<file path="src/rtl/core/esp_pkg.sv">
package esp_pkg;

    // Field and register widths
    localparam int SPD_W      = 40;
    localparam int CNT_IN_W   = 32;
    localparam int TIME_IN_W  = 32;
    localparam int ALPHA_W    = 9;
    localparam int CPR_W      = 16;
    localparam int MIN_INT_W  = 20;
    localparam int STALL_W    = 24;
    localparam int CFG_IDX_W  = 3;
    localparam int CFG_DATA_W = 24;

    // Bits retired per cycle by the serial multiplier and divider
    localparam int DIGIT_W = 3;

    // Fixed-point constants
    localparam int Q_FRAC  = 8;
    localparam int SCALE_W = 20;
    localparam logic [SCALE_W-1:0] US_PER_S = 20'd1000000;
    localparam int RPM_SCALE_W = 7;
    localparam logic [RPM_SCALE_W-1:0] RPM_SCALE = 7'd60;
    localparam int RPM_X_W = SPD_W + RPM_SCALE_W;
    localparam logic [ALPHA_W-1:0] ALPHA_ONE = 9'd256;

    localparam logic [SPD_W-1:0] SPD_MAX     = 40'h7F_FFFF_FFFF;
    localparam logic [SPD_W-1:0] SPD_MIN     = 40'h80_0000_0000;
    localparam logic [SPD_W:0]   SPD_MAG_POS = 41'h07F_FFFF_FFFF;
    localparam logic [SPD_W:0]   SPD_MAG_NEG = 41'h080_0000_0000;

    // Register reset values
    localparam logic [ALPHA_W-1:0]   ALPHA_RST     = 9'd77;
    localparam logic [CPR_W-1:0]     CPR_RST       = 16'd1024;
    localparam logic [MIN_INT_W-1:0] MIN_INT_RST   = 20'd10000;
    localparam logic [STALL_W-1:0]   STALL_INT_RST = 24'd500000;

    typedef enum logic [CFG_IDX_W-1:0] {
        REG_REVERSE   = 3'd0,
        REG_ALPHA     = 3'd1,
        REG_CPR       = 3'd2,
        REG_MIN_INT   = 3'd3,
        REG_STALL_INT = 3'd4
    } esp_reg_t;

    typedef enum logic [3:0] {
        ST_IDLE,
        ST_CUR,
        ST_DIFF,
        ST_SPD_MUL,
        ST_SPD_MUL_WAIT,
        ST_SPD_DIV,
        ST_SPD_DIV_WAIT,
        ST_RAW,
        ST_DELTA,
        ST_BLD_MUL,
        ST_BLD_MUL_WAIT,
        ST_BLEND,
        ST_STALL,
        ST_RPM_DIV,
        ST_RPM_DIV_WAIT,
        ST_DONE
    } esp_state_t;

    typedef struct packed {
        logic                        command;
        logic signed [CNT_IN_W-1:0]  count_value;
        logic [TIME_IN_W-1:0]        time_us;
    } esp_in_t;

    typedef struct packed {
        logic signed [SPD_W-1:0] speed_q8;
        logic signed [SPD_W-1:0] rpm_q8;
        logic                    updated;
    } esp_out_t;

    typedef struct packed {
        logic busy;
        logic done;
    } esp_unit_sts_t;

endpackage

</file>
<file path="src/rtl/core/esp_mul.sv">
module esp_mul #(
    parameter int A_W = 41,
    parameter int B_W = 20
) (
    input  logic                   aclk,
    input  logic                   aresetn,
    input  logic                   start,
    input  logic [A_W-1:0]         a,
    input  logic [B_W-1:0]         b,
    output logic [A_W+B_W-1:0]     product,
    output esp_pkg::esp_unit_sts_t sts
);
    import esp_pkg::*;

    localparam int STEPS = (B_W + DIGIT_W - 1) / DIGIT_W;
    localparam int BE_W  = STEPS * DIGIT_W;
    localparam int P_W   = A_W + B_W;
    localparam int CNT_W = (STEPS > 1) ? $clog2(STEPS) : 1;

    logic [A_W-1:0]   a_reg, a_next;
    logic [BE_W-1:0]  b_reg, b_next;
    logic [P_W-1:0]   acc_reg, acc_next, step_acc;
    logic [CNT_W-1:0] cnt_reg, cnt_next;
    logic             busy_reg, busy_next;
    logic             done_reg, done_next;

    // MSB-first shift-add over one digit of b per cycle
    always_comb begin
        logic [P_W-1:0] acc;
        acc = acc_reg;
        for (int j = 0; j < DIGIT_W; j++) begin
            acc = {acc[P_W-2:0], 1'b0};
            if (b_reg[BE_W-1-j]) begin
                acc = acc + P_W'(a_reg);
            end
        end
        step_acc = acc;
    end

    always_comb begin
        a_next    = a_reg;
        b_next    = b_reg;
        acc_next  = acc_reg;
        cnt_next  = cnt_reg;
        busy_next = busy_reg;
        done_next = 1'b0;
        if (start) begin
            a_next    = a;
            b_next    = BE_W'(b);
            acc_next  = '0;
            cnt_next  = '0;
            busy_next = 1'b1;
        end else if (busy_reg) begin
            acc_next = step_acc;
            b_next   = b_reg << DIGIT_W;
            cnt_next = cnt_reg + 1'b1;
            if (cnt_reg == CNT_W'(STEPS - 1)) begin
                busy_next = 1'b0;
                done_next = 1'b1;
            end
        end
    end

    always_ff @(posedge aclk) begin
        if (!aresetn) begin
            busy_reg <= 1'b0;
            done_reg <= 1'b0;
            cnt_reg  <= '0;
        end else begin
            busy_reg <= busy_next;
            done_reg <= done_next;
            cnt_reg  <= cnt_next;
        end
    end

    always_ff @(posedge aclk) begin
        a_reg   <= a_next;
        b_reg   <= b_next;
        acc_reg <= acc_next;
    end

    assign product  = acc_reg;
    assign sts.busy = busy_reg;
    assign sts.done = done_reg;

endmodule

</file>
<file path="src/rtl/core/esp_div.sv">
module esp_div #(
    parameter int N_W = 60,
    parameter int D_W = 32
) (
    input  logic                   aclk,
    input  logic                   aresetn,
    input  logic                   start,
    input  logic [N_W-1:0]         num,
    input  logic [D_W-1:0]         den,
    output logic [N_W-1:0]         quot,
    output esp_pkg::esp_unit_sts_t sts
);
    import esp_pkg::*;

    localparam int STEPS = (N_W + DIGIT_W - 1) / DIGIT_W;
    localparam int NE_W  = STEPS * DIGIT_W;
    localparam int CNT_W = (STEPS > 1) ? $clog2(STEPS) : 1;

    logic [NE_W-1:0]  q_reg, q_next, step_q;
    logic [D_W-1:0]   rem_reg, rem_next, step_rem;
    logic [D_W-1:0]   den_reg, den_next;
    logic [CNT_W-1:0] cnt_reg, cnt_next;
    logic             busy_reg, busy_next;
    logic             done_reg, done_next;

    // Restoring division: shift one numerator bit into the remainder, trial subtract
    always_comb begin
        logic [D_W:0]    trial;
        logic [D_W-1:0]  rem;
        logic [NE_W-1:0] q;
        rem   = rem_reg;
        q     = q_reg;
        trial = '0;
        for (int j = 0; j < DIGIT_W; j++) begin
            trial = {rem, q[NE_W-1]};
            q     = {q[NE_W-2:0], 1'b0};
            if (trial >= {1'b0, den_reg}) begin
                trial = trial - {1'b0, den_reg};
                q[0]  = 1'b1;
            end
            rem = trial[D_W-1:0];
        end
        step_q   = q;
        step_rem = rem;
    end

    always_comb begin
        q_next    = q_reg;
        rem_next  = rem_reg;
        den_next  = den_reg;
        cnt_next  = cnt_reg;
        busy_next = busy_reg;
        done_next = 1'b0;
        if (start) begin
            q_next    = NE_W'(num);
            rem_next  = '0;
            den_next  = den;
            cnt_next  = '0;
            busy_next = 1'b1;
        end else if (busy_reg) begin
            q_next   = step_q;
            rem_next = step_rem;
            cnt_next = cnt_reg + 1'b1;
            if (cnt_reg == CNT_W'(STEPS - 1)) begin
                busy_next = 1'b0;
                done_next = 1'b1;
            end
        end
    end

    always_ff @(posedge aclk) begin
        if (!aresetn) begin
            busy_reg <= 1'b0;
            done_reg <= 1'b0;
            cnt_reg  <= '0;
        end else begin
            busy_reg <= busy_next;
            done_reg <= done_next;
            cnt_reg  <= cnt_next;
        end
    end

    always_ff @(posedge aclk) begin
        q_reg   <= q_next;
        rem_reg <= rem_next;
        den_reg <= den_next;
    end

    assign quot     = q_reg[N_W-1:0];
    assign sts.busy = busy_reg;
    assign sts.done = done_reg;

endmodule

</file>
<file path="src/rtl/core/encoder_speed_estimator.sv">
// Encoder speed estimator.
// s_ channel: one transfer is a sample (command 0: count and microsecond time) or a
// reference load (command 1: count_value becomes the stored count).
// m_ channel: one transfer per input: filtered speed and RPM, both signed Q.8, and a
// flag set when the sample recomputed the speed.
// cfg port: single-cycle writes of direction, filter weight, counts per revolution,
// minimum interval and stall interval; write only while no item is in flight.
// Arithmetic runs on the shared serial divider (3 quotient bits per cycle, run once for
// speed and once for RPM) and the shared serial multiplier (3 multiplier bits per
// cycle, run for the 10^6 scale and the filter weight).
// Items are processed one at a time; s_ready is high only while the sequencer idles.
// The result sits in an output register, so the next item is taken while it waits;
// a stalled receiver holds the sequencer in its last step until the register frees.
// Reset clears the stored count, time and speed and loads the register defaults.
module encoder_speed_estimator #(
    parameter int COUNT_WIDTH = 32,
    parameter int TIME_WIDTH  = 32
) (
    input  logic                                  aclk,
    input  logic                                  aresetn,
    input  logic                                  s_valid,
    output logic                                  s_ready,
    input  esp_pkg::esp_in_t                      s_data,
    output logic                                  m_valid,
    input  logic                                  m_ready,
    output esp_pkg::esp_out_t                     m_data,
    input  logic                                  cfg_wr_en,
    input  logic [esp_pkg::CFG_IDX_W-1:0]         cfg_index,
    input  logic [esp_pkg::CFG_DATA_W-1:0]        cfg_wr_data
);
    import esp_pkg::*;

    localparam int MUL_A_W   = (COUNT_WIDTH > SPD_W + 1) ? COUNT_WIDTH : SPD_W + 1;
    localparam int MUL_B_W   = SCALE_W;
    localparam int PROD_W    = MUL_A_W + MUL_B_W;
    localparam int SPD_NUM_W = COUNT_WIDTH + SCALE_W + Q_FRAC;
    localparam int DIV_N_W   = (SPD_NUM_W > RPM_X_W) ? SPD_NUM_W : RPM_X_W;
    localparam int DIV_D_W   = (TIME_WIDTH > CPR_W) ? TIME_WIDTH : CPR_W;
    localparam int S_W       = SPD_W + Q_FRAC + 3;

    function automatic logic [SPD_W-1:0] sat_q(input logic neg,
                                                input logic [DIV_N_W-1:0] mag);
        logic [SPD_W-1:0] res;
        if (neg) begin
            if (mag > DIV_N_W'(SPD_MAG_NEG)) begin
                res = SPD_MIN;
            end else begin
                res = ~mag[SPD_W-1:0] + 1'b1;
            end
        end else begin
            if (mag > DIV_N_W'(SPD_MAG_POS)) begin
                res = SPD_MAX;
            end else begin
                res = mag[SPD_W-1:0];
            end
        end
        return res;
    endfunction

    // Configuration registers
    logic                 rev_reg;
    logic [ALPHA_W-1:0]   alpha_reg;
    logic [CPR_W-1:0]     cpr_reg;
    logic [MIN_INT_W-1:0] min_int_reg;
    logic [STALL_W-1:0]   stall_int_reg;

    // Sequencer
    esp_state_t state_reg, state_next;
    logic       out_load;

    // Estimator state
    logic [COUNT_WIDTH-1:0] last_count_reg, last_count_next;
    logic [TIME_WIDTH-1:0]  last_time_reg, last_time_next;
    logic [SPD_W-1:0]       filtered_reg, filtered_next;
    logic                   upd_reg, upd_next;

    // Working registers
    logic                   cmd_reg, cmd_next;
    logic [COUNT_WIDTH-1:0] cnt_reg, cnt_next;
    logic [TIME_WIDTH-1:0]  now_reg, now_next;
    logic [COUNT_WIDTH-1:0] cur_reg, cur_next;
    logic [TIME_WIDTH-1:0]  elapsed_reg, elapsed_next;
    logic [COUNT_WIDTH-1:0] mag_reg, mag_next;
    logic                   neg_reg, neg_next;
    logic                   stall_go_reg, stall_go_next;
    logic [SPD_W-1:0]       raw_reg, raw_next;
    logic                   d_neg_reg, d_neg_next;
    logic [SPD_W:0]         d_mag_reg, d_mag_next;
    logic                   rpm_neg_reg, rpm_neg_next;
    logic [SPD_W-1:0]       rpm_reg, rpm_next;

    logic     m_valid_reg, m_valid_next;
    esp_out_t m_data_reg, m_data_next;

    // Arithmetic units
    logic                 mul_start, div_start;
    logic [MUL_A_W-1:0]   mul_a;
    logic [MUL_B_W-1:0]   mul_b;
    logic [PROD_W-1:0]    mul_product;
    esp_unit_sts_t        mul_sts, div_sts;
    logic [DIV_N_W-1:0]   div_num, div_quot;
    logic [DIV_D_W-1:0]   div_den;

    // Combinational datapath pieces
    logic [COUNT_WIDTH-1:0] cur_calc, diff_calc, mag_calc;
    logic [TIME_WIDTH-1:0]  elapsed_calc;
    logic                   upd_go;
    logic [SPD_W:0]         d_calc;
    logic [S_W-1:0]         blend_base, blend_term, blend_sum, blend_shr;
    logic                   blend_rnd;
    logic [SPD_W-1:0]       blend_res;
    logic [RPM_X_W-1:0]     rpm_x, rpm_mag;
    logic [ALPHA_W-1:0]     alpha_eff;
    logic [CPR_W-1:0]       cpr_eff;

    assign cur_calc     = rev_reg ? (~cnt_reg + 1'b1) : cnt_reg;
    assign elapsed_calc = now_reg - last_time_reg;
    assign diff_calc    = cur_reg - last_count_reg;
    assign mag_calc     = diff_calc[COUNT_WIDTH-1] ? (~diff_calc + 1'b1) : diff_calc;
    assign upd_go       = elapsed_reg > TIME_WIDTH'(min_int_reg);

    assign d_calc = {raw_reg[SPD_W-1], raw_reg} - {filtered_reg[SPD_W-1], filtered_reg};

    // old*256 + alpha*(raw - old), then divide by 256 toward zero
    assign blend_base = S_W'(signed'(filtered_reg)) << Q_FRAC;
    assign blend_term = S_W'(mul_product);
    assign blend_sum  = d_neg_reg ? (blend_base - blend_term) : (blend_base + blend_term);
    assign blend_shr  = {{Q_FRAC{blend_sum[S_W-1]}}, blend_sum[S_W-1:Q_FRAC]};
    assign blend_rnd  = blend_sum[S_W-1] && (blend_sum[Q_FRAC-1:0] != '0);
    assign blend_res  = blend_shr[SPD_W-1:0] + SPD_W'(blend_rnd);

    assign rpm_x   = RPM_X_W'(signed'(filtered_reg)) * RPM_X_W'(RPM_SCALE);
    assign rpm_mag = filtered_reg[SPD_W-1] ? (~rpm_x + 1'b1) : rpm_x;

    assign alpha_eff = (alpha_reg > ALPHA_ONE) ? ALPHA_ONE : alpha_reg;
    assign cpr_eff   = (cpr_reg == '0) ? CPR_W'(1) : cpr_reg;

    esp_mul #(
        .A_W (MUL_A_W),
        .B_W (MUL_B_W)
    ) u_mul (
        .aclk    (aclk),
        .aresetn (aresetn),
        .start   (mul_start),
        .a       (mul_a),
        .b       (mul_b),
        .product (mul_product),
        .sts     (mul_sts)
    );

    esp_div #(
        .N_W (DIV_N_W),
        .D_W (DIV_D_W)
    ) u_div (
        .aclk    (aclk),
        .aresetn (aresetn),
        .start   (div_start),
        .num     (div_num),
        .den     (div_den),
        .quot    (div_quot),
        .sts     (div_sts)
    );

    // Configuration writes
    always_ff @(posedge aclk) begin
        if (!aresetn) begin
            rev_reg       <= 1'b0;
            alpha_reg     <= ALPHA_RST;
            cpr_reg       <= CPR_RST;
            min_int_reg   <= MIN_INT_RST;
            stall_int_reg <= STALL_INT_RST;
        end else if (cfg_wr_en) begin
            case (cfg_index)
                REG_REVERSE:   rev_reg       <= cfg_wr_data[0];
                REG_ALPHA:     alpha_reg     <= cfg_wr_data[ALPHA_W-1:0];
                REG_CPR:       cpr_reg       <= cfg_wr_data[CPR_W-1:0];
                REG_MIN_INT:   min_int_reg   <= cfg_wr_data[MIN_INT_W-1:0];
                REG_STALL_INT: stall_int_reg <= cfg_wr_data[STALL_W-1:0];
                default: ;
            endcase
        end
    end

    // Next state
    always_comb begin
        state_next = state_reg;
        case (state_reg)
            ST_IDLE:         if (s_valid) state_next = ST_CUR;
            ST_CUR:          state_next = cmd_reg ? ST_RPM_DIV : ST_DIFF;
            ST_DIFF:         state_next = upd_go ? ST_SPD_MUL : ST_STALL;
            ST_SPD_MUL:      state_next = ST_SPD_MUL_WAIT;
            ST_SPD_MUL_WAIT: if (mul_sts.done) state_next = ST_SPD_DIV;
            ST_SPD_DIV:      state_next = ST_SPD_DIV_WAIT;
            ST_SPD_DIV_WAIT: if (div_sts.done) state_next = ST_RAW;
            ST_RAW:          state_next = ST_DELTA;
            ST_DELTA:        state_next = ST_BLD_MUL;
            ST_BLD_MUL:      state_next = ST_BLD_MUL_WAIT;
            ST_BLD_MUL_WAIT: if (mul_sts.done) state_next = ST_BLEND;
            ST_BLEND:        state_next = ST_STALL;
            ST_STALL:        state_next = ST_RPM_DIV;
            ST_RPM_DIV:      state_next = ST_RPM_DIV_WAIT;
            ST_RPM_DIV_WAIT: if (div_sts.done) state_next = ST_DONE;
            ST_DONE:         if (!m_valid_reg || m_ready) state_next = ST_IDLE;
            default:         state_next = ST_IDLE;
        endcase
    end

    // Sequencer outputs
    always_comb begin
        s_ready   = 1'b0;
        mul_start = 1'b0;
        div_start = 1'b0;
        out_load  = 1'b0;
        mul_a     = '0;
        mul_b     = '0;
        div_num   = '0;
        div_den   = '0;
        case (state_reg)
            ST_IDLE: s_ready = 1'b1;
            ST_SPD_MUL: begin
                mul_start = 1'b1;
                mul_a     = MUL_A_W'(mag_reg);
                mul_b     = US_PER_S;
            end
            ST_SPD_DIV: begin
                div_start = 1'b1;
                div_num   = DIV_N_W'({mul_product[COUNT_WIDTH+SCALE_W-1:0],
                                      {Q_FRAC{1'b0}}});
                div_den   = DIV_D_W'(elapsed_reg);
            end
            ST_BLD_MUL: begin
                mul_start = 1'b1;
                mul_a     = MUL_A_W'(d_mag_reg);
                mul_b     = MUL_B_W'(alpha_eff);
            end
            ST_RPM_DIV: begin
                div_start = 1'b1;
                div_num   = DIV_N_W'(rpm_mag);
                div_den   = DIV_D_W'(cpr_eff);
            end
            ST_DONE: out_load = !m_valid_reg || m_ready;
            default: ;
        endcase
    end

    // Datapath
    always_comb begin
        cmd_next        = cmd_reg;
        cnt_next        = cnt_reg;
        now_next        = now_reg;
        cur_next        = cur_reg;
        elapsed_next    = elapsed_reg;
        mag_next        = mag_reg;
        neg_next        = neg_reg;
        stall_go_next   = stall_go_reg;
        raw_next        = raw_reg;
        d_neg_next      = d_neg_reg;
        d_mag_next      = d_mag_reg;
        rpm_neg_next    = rpm_neg_reg;
        rpm_next        = rpm_reg;
        last_count_next = last_count_reg;
        last_time_next  = last_time_reg;
        filtered_next   = filtered_reg;
        upd_next        = upd_reg;
        m_data_next     = m_data_reg;

        if (s_valid && s_ready) begin
            cmd_next = s_data.command;
            cnt_next = s_data.count_value[COUNT_WIDTH-1:0];
            now_next = TIME_WIDTH'(s_data.time_us);
        end

        case (state_reg)
            ST_CUR: begin
                upd_next     = 1'b0;
                cur_next     = cur_calc;
                elapsed_next = elapsed_calc;
                if (cmd_reg) begin
                    last_count_next = cnt_reg;
                end
            end
            ST_DIFF: begin
                mag_next      = mag_calc;
                neg_next      = diff_calc[COUNT_WIDTH-1];
                stall_go_next = (elapsed_reg > TIME_WIDTH'(stall_int_reg))
                                && (diff_calc == '0);
            end
            ST_RAW: raw_next = sat_q(neg_reg, div_quot);
            ST_DELTA: begin
                d_neg_next = d_calc[SPD_W];
                d_mag_next = d_calc[SPD_W] ? (~d_calc + 1'b1) : d_calc;
            end
            ST_BLEND: begin
                filtered_next   = blend_res;
                last_count_next = cur_reg;
                last_time_next  = now_reg;
                upd_next        = 1'b1;
            end
            ST_STALL: begin
                // stall check uses the interval and difference from before the blend
                if (stall_go_reg) begin
                    filtered_next  = '0;
                    last_time_next = now_reg;
                end
            end
            ST_RPM_DIV: rpm_neg_next = filtered_reg[SPD_W-1];
            ST_RPM_DIV_WAIT: begin
                if (div_sts.done) begin
                    rpm_next = sat_q(rpm_neg_reg, div_quot);
                end
            end
            default: ;
        endcase

        if (out_load) begin
            m_data_next.speed_q8 = filtered_reg;
            m_data_next.rpm_q8   = rpm_reg;
            m_data_next.updated  = upd_reg;
        end
    end

    assign m_valid_next = out_load ? 1'b1 : (m_ready ? 1'b0 : m_valid_reg);

    always_ff @(posedge aclk) begin
        if (!aresetn) begin
            state_reg      <= ST_IDLE;
            m_valid_reg    <= 1'b0;
            last_count_reg <= '0;
            last_time_reg  <= '0;
            filtered_reg   <= '0;
            upd_reg        <= 1'b0;
        end else begin
            state_reg      <= state_next;
            m_valid_reg    <= m_valid_next;
            last_count_reg <= last_count_next;
            last_time_reg  <= last_time_next;
            filtered_reg   <= filtered_next;
            upd_reg        <= upd_next;
        end
    end

    always_ff @(posedge aclk) begin
        cmd_reg      <= cmd_next;
        cnt_reg      <= cnt_next;
        now_reg      <= now_next;
        cur_reg      <= cur_next;
        elapsed_reg  <= elapsed_next;
        mag_reg      <= mag_next;
        neg_reg      <= neg_next;
        stall_go_reg <= stall_go_next;
        raw_reg      <= raw_next;
        d_neg_reg    <= d_neg_next;
        d_mag_reg    <= d_mag_next;
        rpm_neg_reg  <= rpm_neg_next;
        rpm_reg      <= rpm_next;
        m_data_reg   <= m_data_next;
    end

    assign m_valid = m_valid_reg;
    assign m_data  = m_data_reg;

    a_mul_idle_on_start: assert property (@(posedge aclk) disable iff (!aresetn)
        mul_start |-> !mul_sts.busy)
        else $error("multiplier started while busy");

    a_div_done_expected: assert property (@(posedge aclk) disable iff (!aresetn)
        div_sts.done |-> (state_reg == ST_SPD_DIV_WAIT || state_reg == ST_RPM_DIV_WAIT))
        else $error("divider finished outside a wait step");

    a_stall_zeroes: assert property (@(posedge aclk) disable iff (!aresetn)
        (state_reg == ST_STALL && stall_go_reg) |=> (filtered_reg == '0))
        else $error("stall did not clear the speed");

    a_load_sets_count: assert property (@(posedge aclk) disable iff (!aresetn)
        (state_reg == ST_CUR && cmd_reg) |=> (last_count_reg == $past(cnt_reg)))
        else $error("reference load did not update the stored count");

    a_result_flag: assert property (@(posedge aclk) disable iff (!aresetn)
        out_load |=> (m_valid && m_data.updated == $past(upd_reg)))
        else $error("result register not loaded");

endmodule
</file>
<file path="config.mk">
export PLATFORM = sky130hd
export DESIGN_NAME = encoder_speed_estimator
export DESIGN_NICKNAME = d
export VERILOG_FILES = /design/src/rtl/core/esp_pkg.sv /design/src/rtl/core/esp_mul.sv /design/src/rtl/core/esp_div.sv /design/src/rtl/core/encoder_speed_estimator.sv
export SDC_FILE = /design/constraint.sdc
export NUM_CORES = 2
export LEC_CHECK = 0
export BUFFER_PORTS_ARGS = -buffer_cell sky130_fd_sc_hd__buf_2
export CAP_MARGIN = 20
export CORE_ASPECT_RATIO = 0.5
export CORE_UTILIZATION = 30
export CTS_CLUSTER_DIAMETER = 60
export DETAILED_ROUTE_END_ITERATION = 10
export SKIP_LAST_GASP = 1
export SYNTH_ARGS = -nofsm -noshare
export SYNTH_HDL_FRONTEND = slang
export SYNTH_HIERARCHICAL = 1
export SYNTH_SLANG_ARGS = --single-unit
export TNS_END_PERCENT = 100
</file>
<file path="constraint.sdc">
create_clock -name aclk -period 11.7 [get_ports aclk]
set_input_delay 1.755 -clock aclk [delete_from_list [all_inputs] [get_ports aclk]]
set_output_delay 1.755 -clock aclk [all_outputs]
set_load 0.005 [all_outputs]
</file>
=== Yosys cells after proc, flatten, opt, wreduce, memory -nomap -nowiden ===
Cells that the tools add are included.

* Add/sub/neg operators: 19
* Multiply operators: 1
* Magnitude comparators: 8
* Eq/ne operators: 29
* Mux-type cells: 58
* Bitwise gates (word level): 8
* Reduce and logical (&&, ||, !) cells: 30

{| class="wikitable"
|+ Operators by type and width
! cell !! number
|-
| $mux W40 || 6
|-
| $mux W32 || 6
|-
| $pmux W32 S2 || 3
|-
| $sub A32 B32 Y32 || 5
|-
| $mux W60 || 2
|-
| $pmux W60 S2 || 1
|-
| $mux W51 || 2
|-
| $ge A33 B32 Y1 || 3
|-
| $pmux W41 S2 || 1
|-
| $pmux W40 S2 || 1
|-
| $add A32 B1 Y32 const B || 2
|-
| $not A32 Y32 || 2
|-
| $pmux W4 S16 || 1
|-
| $gt A60 B39 Y1 const B || 1
|-
| $gt A60 B40 Y1 const B || 1
|-
| $add A52 B41 Y52 || 1
|-
| $mux W52 || 1
|-
| $add A51 B41 Y51 || 1
|-
| $add A51 B51 Y51 || 1
|-
| $sub A51 B51 Y51 || 1
|-
| $add A50 B41 Y50 || 1
|-
| $mux W50 || 1
|-
| $add A47 B1 Y47 const B || 1
|-
| $mul A47 B4 Y45 const B || 1
|-
| other kinds (45) || 107
|}

* Flip-flop bits (word level): 797
* Input port bits: 97
* Output and inout port bits: 83
* Logic and storage cells: 195

=== Depth between registers and ports, before layout ===
* Word-level depth: 8
* Depth in mapped cells: 39
* Depth with buffers taken out: 39

=== Modules after synthesis ===
The synthesis kept the hierarchy.

{| class="wikitable"
|+ By module, submodules not included
! module !! instances !! cells each !! area each (um^2) !! seq. area each (um^2)
|-
| encoder_speed_estimator || 1 || 4684 || 41657.5 || 14624.0
|-
| esp_mul || 1 || 1741 || 13880.8 || 3173.0
|-
| esp_div || 1 || 1163 || 11015.6 || 3543.4
|}

=== Worst setup path before layout ===
OpenSTA, ideal clock, no wires.

* Path kind: reg2reg
* Start point: register u_div.den_reg[29]
* End point: register u_div.rem_reg[27]
* Setup time: 0.118 ns
* Data arrival time: 8.378 ns
* Required time: 11.582 ns
* Slack: 3.205 ns
* Stages on the path, launching flop included: 38
* Buffers on the path: 7
* Period minus slack after synthesis: 8.495 ns
* Path through: edfxtp_1 -> inv_1 -> ha_1 -> buf_2 -> nand2_2 -> or4_1 -> or4_1 -> o211ai_2 -> or2_2 -> buf_6 -> clkbuf_1 -> mux2_2 -> ha_1 -> nand3_1 -> o21bai_1 -> and4_1 -> o21ai_0 -> nand2_1 -> [2 not listed] -> nor3b_1 -> buf_2 -> buf_2 -> mux2i_1 -> ha_1 -> nor2b_1 -> o31a_1 -> o41a_1 -> o311ai_0 -> a21oi_1 -> a211oi_1 -> nor4_1 -> a211o_1 -> a31oi_4 -> buf_6 -> buf_8 -> o2111ai_1 -> o2111a_1

* Longest elaborated chain between the ends: 6
* Elaborated cells between the ends (all ways): 9
* Classes of those cells: add/sub: 3; order compare: 3; mux: 3

{| class="wikitable"
|+ Ends and longest elaborated chain
! what !! RTL line !! source
|-
| start: declaration || esp_div.sv:21 || <nowiki>logic [D_W-1:0] den_reg, den_next;</nowiki>
|-
| start signal: assignment || esp_div.sv:86 || <nowiki>den_reg <= den_next;</nowiki>
|-
| $sub A32 B32 Y32 / $ge A33 B32 Y1 (equally long branches) || esp_div.sv:38, esp_div.sv:37 ||
|-
| $mux W32 || esp_div.sv:37 || <nowiki>if (trial >= {1'b0, den_reg}) begin</nowiki>
|-
| $ge A33 B32 Y1 / $sub A32 B32 Y32 (equally long branches) || esp_div.sv:37, esp_div.sv:38 ||
|-
| $mux W32 || esp_div.sv:37 ||
|-
| $sub A32 B32 Y32 / $ge A33 B32 Y1 (equally long branches) || esp_div.sv:38, esp_div.sv:37 ||
|-
| $mux W32 * || esp_div.sv:37 ||
|-
| end signal: assignment || esp_div.sv:85 || <nowiki>rem_reg <= rem_next;</nowiki>
|-
| end: declaration || esp_div.sv:20 || <nowiki>logic [D_W-1:0] rem_reg, rem_next, step_rem;</nowiki>
|}

Mark *: on every way between the ends. The rest lies on a longest branch, timed or not.
A chain may end at the register's enable or synchronous reset.

=== Worst setup path after layout ===
* Start point: register u_div.den_reg[18]
* End point: register u_div.rem_reg[31]

* Longest elaborated chain between the ends: 6
* Elaborated cells between the ends (all ways): 9
* Classes of those cells: add/sub: 3; order compare: 3; mux: 3

{| class="wikitable"
|+ Ends and longest elaborated chain
! what !! RTL line
|-
| $sub A32 B32 Y32 / $ge A33 B32 Y1 (equally long branches) || esp_div.sv:38, esp_div.sv:37
|-
| $mux W32 || esp_div.sv:37
|-
| $sub A32 B32 Y32 / $ge A33 B32 Y1 (equally long branches) || esp_div.sv:38, esp_div.sv:37
|-
| $mux W32 || esp_div.sv:37
|-
| $sub A32 B32 Y32 / $ge A33 B32 Y1 (equally long branches) || esp_div.sv:38, esp_div.sv:37
|-
| $mux W32 * || esp_div.sv:37
|}

Marks and branches as above.

==> impl_metrics.prom <==
# TYPE chip_impl_metric gauge
chip_impl_info{name="run_status",value="completed"} 1
chip_impl_metric{name="syn-cell-area",unit="mm2"} 0.0655
chip_impl_metric{name="p_per_area",unit="mW/mm2"} 321
chip_impl_metric{name="drt_first_pass_iters",unit=""} 6
chip_impl_info{name="cpMostUsedCell",value="sky130_fd_sc_hd__buf_4"} 1
chip_impl_metric{name="cpPeakStageDelay",unit="ns"} 0.93
chip_impl_metric{name="p_clk_share",unit="%"} 13.5
chip_impl_metric{name="antenna_found_initial",unit=""} 5
chip_impl_metric{name="max_ffs_per_register",unit=""} 81
chip_impl_metric{name="clock_tree.htree_level_count",unit=""} 3
chip_impl_metric{name="io_buffer_count",unit=""} 179
chip_impl_metric{name="finish.instance_area",unit="mm2"} 0.0729
chip_impl_metric{name="fp.dieW",unit="um"} 663
chip_impl_metric{name="grt_max_degree",unit=""} 91
chip_impl_metric{name="max-slew-margin-rel",unit="%"} 10.6
chip_impl_info{name="regToRegStartpoint",value="u_div/den_reg[18]$_DFFE_PP_"} 1
chip_impl_metric{name="worst-slew-pin-transition",unit="ns"} 1.34
chip_impl_metric{name="maxClockFrequency",unit="MHz"} 92.3
chip_impl_metric{name="global_route.usage.total",unit="%"} 19.6
chip_impl_metric{name="dr.first_iter.drc_count",unit=""} 5301
chip_impl_metric{name="skew",unit="ns"} 0.0844
chip_impl_metric{name="drt-vias-per-instance",unit=""} 5.50
chip_impl_info{name="setup_crit_path_kind",value="register to register"} 1
chip_impl_metric{name="worst_skew_pair.late_latency",unit="ns"} 0.75
chip_impl_metric{name="initial_core_util",unit="%"} 30.4
chip_impl_metric{name="clk_transition_reported_paths",unit="ns"} 0.08
chip_impl_metric{name="drt_drc_violations_left",unit=""} 0
chip_impl_metric{name="p_sw_share",unit="%"} 49.1
chip_impl_metric{name="routedWlPerCell",unit="um"} 21.5
chip_impl_info{name="critPathSlowestCell",value="sky130_fd_sc_hd__nor3b_2"} 1
chip_impl_metric{name="report.final.hold_viol_count",unit=""} 0
chip_impl_info{name="crit_path_start",value="u_div/den_reg[18]$_DFFE_PP_"} 1
chip_impl_metric{name="grt_pass1_vias",unit=""} 54103
chip_impl_metric{name="maxCapViolations",unit=""} 0
chip_impl_info{name="min-delay-start",value="rpm_reg[23]$_DFFE_PP_"} 1
chip_impl_metric{name="worst_ep_arrival_time",unit="ns"} 11.41
chip_impl_metric{name="area_growth",unit="%"} 11.3
chip_impl_metric{name="layout.filler_cells",unit=""} 22342
chip_impl_metric{name="post_cts.repair.setup_buffers",unit=""} 0
chip_impl_metric{name="finalSetupViolCount",unit=""} 0
chip_impl_metric{name="num_cts_buffers",unit=""} 95
chip_impl_metric{name="vdd_ir_drop_max",unit="V"} 0.000431
chip_impl_metric{name="fp.dieH",unit="um"} 333
chip_impl_metric{name="pwr-share-comb",unit="%"} 67.8
chip_impl_metric{name="route.antenna.remaining_nets",unit=""} 0
chip_impl_metric{name="final_period_minus_worst_setup_slack",unit="ns"} 10.83
chip_impl_metric{name="syn_inst",unit=""} 7452
chip_impl_info{name="worstSetupEndpointType",value="register"} 1
chip_impl_info{name="crit_family",value="compound AO/OA/AOI/OAI gates"} 1
chip_impl_metric{name="power_frac_seq",unit="%"} 18.7
chip_impl_metric{name="cp_data_required_time",unit="ns"} 12.28
chip_impl_metric{name="num_vias",unit=""} 57549
chip_impl_metric{name="syn_area_per_cell",unit="um2"} 8.80
chip_impl_info{name="clock_tree.root_cell",value="sky130_fd_sc_hd__clkbuf_16"} 1
chip_impl_metric{name="maximum_buffer_depth_of_the_clock_tree",unit=""} 3
chip_impl_metric{name="final_net_count",unit=""} 8196
chip_impl_metric{name="globalRoute.totalOverflow",unit=""} 0
chip_impl_metric{name="fin_setup_tns",unit="ns"} 0
chip_impl_metric{name="slew_violations",unit=""} 0
chip_impl_metric{name="clock-sinks",unit=""} 797
chip_impl_info{name="rsz0062_at_grt",value="no"} 1
chip_impl_metric{name="dpl_cell_area",unit="mm2"} 0.0695
chip_impl_info{name="start_kind",value="register"} 1
chip_impl_metric{name="dp_hpwl",unit="mm"} 174
chip_impl_metric{name="switching_power",unit="W"} 0.0115
chip_impl_metric{name="crit_buf_inv",unit=""} 6
chip_impl_metric{name="min_period_over_period",unit="%"} 92.6
chip_impl_metric{name="final_replace_weighted_congestion",unit=""} 0.972
chip_impl_metric{name="timing.critical_path.fanout_max",unit=""} 21
chip_impl_metric{name="design.die.area",unit="mm2"} 0.220
chip_impl_info{name="min_path_type",value="register to register"} 1
chip_impl_metric{name="p_int",unit="W"} 0.0119
chip_impl_metric{name="ios",unit=""} 180
chip_impl_metric{name="post_cts_resize_count",unit=""} 0
chip_impl_info{name="tritoncts",value="yes"} 1
chip_impl_metric{name="totalWireLength",unit="mm"} 224
chip_impl_metric{name="static-leakage-power",unit="nW"} 28.2
chip_impl_metric{name="placeableCoreArea",unit="mm2"} 0.216
chip_impl_metric{name="hold-worst-slack",unit="ns"} 0.409
chip_impl_metric{name="drive_above_1_share",unit="%"} 9.35
chip_impl_metric{name="yosys_warnings",unit=""} 6
chip_impl_metric{name="floorplan.rows",unit=""} 120
chip_impl_metric{name="cts.hold.buffers_added",unit=""} 0
chip_impl_metric{name="grt_pass1_wl",unit="mm"} 337
final timing paths:
path | to | slack, ns | cells after the start
min reg2reg | m_data[24]$_DFFE_PP_ | 0.41 | 0
min | m_data[24]$_DFFE_PP_ | 0.41 | 0
max reg2reg | u_div/rem_reg[31]$_SDFFE_PP0P_ | 0.87 | 36
max | u_div/rem_reg[31]$_SDFFE_PP0P_ | 0.87 | 36
per-stage QoR:
| step | utilization, % | power [W] | setup slack [ns] | std cells |
|---|---|---|---|---|
| 3_5_place_dp | 32.2 | 0.0200 | 1.01 | 10272 |
| 5_1_grt | 33.8 | 0.0251 | 0.0334 | 10453 |
| 4_1_cts | 33.8 | 0.0233 | 0.887 | 10451 |
| 6_report | 33.8 | 0.0234 | 0.871 | 10455 |
| 3_3_place_gp | 32.2 | 0.0199 | 1.11 | 10272 |
| 2_1_floorplan | - | 0.0160 | 3.20 | 7458 |
power by group through the flow:
stage | registers, W | logic (W) | clock network [W]
finish | 0.00437 | 0.0159 | 0.00317
CTS | 0.00437 | 0.0157 | 0.00324
detailed placement | 0.00442 | 0.0156 | 0
floorplan | 0.00409 | 0.0119 | 0
global placement | 0.00442 | 0.0155 | 0
global route | 0.00442 | 0.0173 | 0.00334
routing by layer:
layer / track usage (%) / part of all wire [%] / up-vias
met5: 0 / 0.011 / -
met3: 2.70 / 6.4 / 312
met4: 6.81 / 3.7 / 4
met1: 26.9 / 45 / 27896
li1: - / - / 27484
met2: 31.5 / 45 / 1853
layout make-up:
| cell class | count | area (um2) | area share (%) |
|---|---|---|---|
| diodes | 2 | 5.00 | 0.00686 |
| clock inverters | 67 | 871 | 1.19 |
| flip-flops and latches | 797 | 21200 | 29.0 |
| inverters | 480 | 1800 | 2.47 |
| well taps | 2867 | 3590 | 4.92 |
| clock buffers | 112 | 2510 | 3.45 |
| repair buffers | 268 | 1570 | 2.16 |
| multi-input cells | 5862 | 41400 | 56.8 |
placed cells by master, fill, tap and decap left out, types with 89 or more instances in the layout:
cell                        count
sky130_fd_sc_hd__xor2_1       175
sky130_fd_sc_hd__clkbuf_16     97
sky130_fd_sc_hd__edfxtp_1     520
sky130_fd_sc_hd__xnor2_1      352
sky130_fd_sc_hd__buf_4         89
sky130_fd_sc_hd__mux2_2       159
sky130_fd_sc_hd__nor2_1       475
sky130_fd_sc_hd__nor3_1       162
sky130_fd_sc_hd__and2_1        89
sky130_fd_sc_hd__nand3_1      146
sky130_fd_sc_hd__mux2i_1       93
sky130_fd_sc_hd__inv_1        474
sky130_fd_sc_hd__buf_2        178
sky130_fd_sc_hd__a21o_1       182
sky130_fd_sc_hd__a211oi_1     121
sky130_fd_sc_hd__ha_1         508
sky130_fd_sc_hd__nor2b_1      108
sky130_fd_sc_hd__nand4_1       99
sky130_fd_sc_hd__dfxtp_1      273
sky130_fd_sc_hd__a21boi_0     109
sky130_fd_sc_hd__o21ai_0      427
sky130_fd_sc_hd__nand2_1      762
sky130_fd_sc_hd__a21oi_1      517
Note: power is estimated with default switching activity, not from simulation.
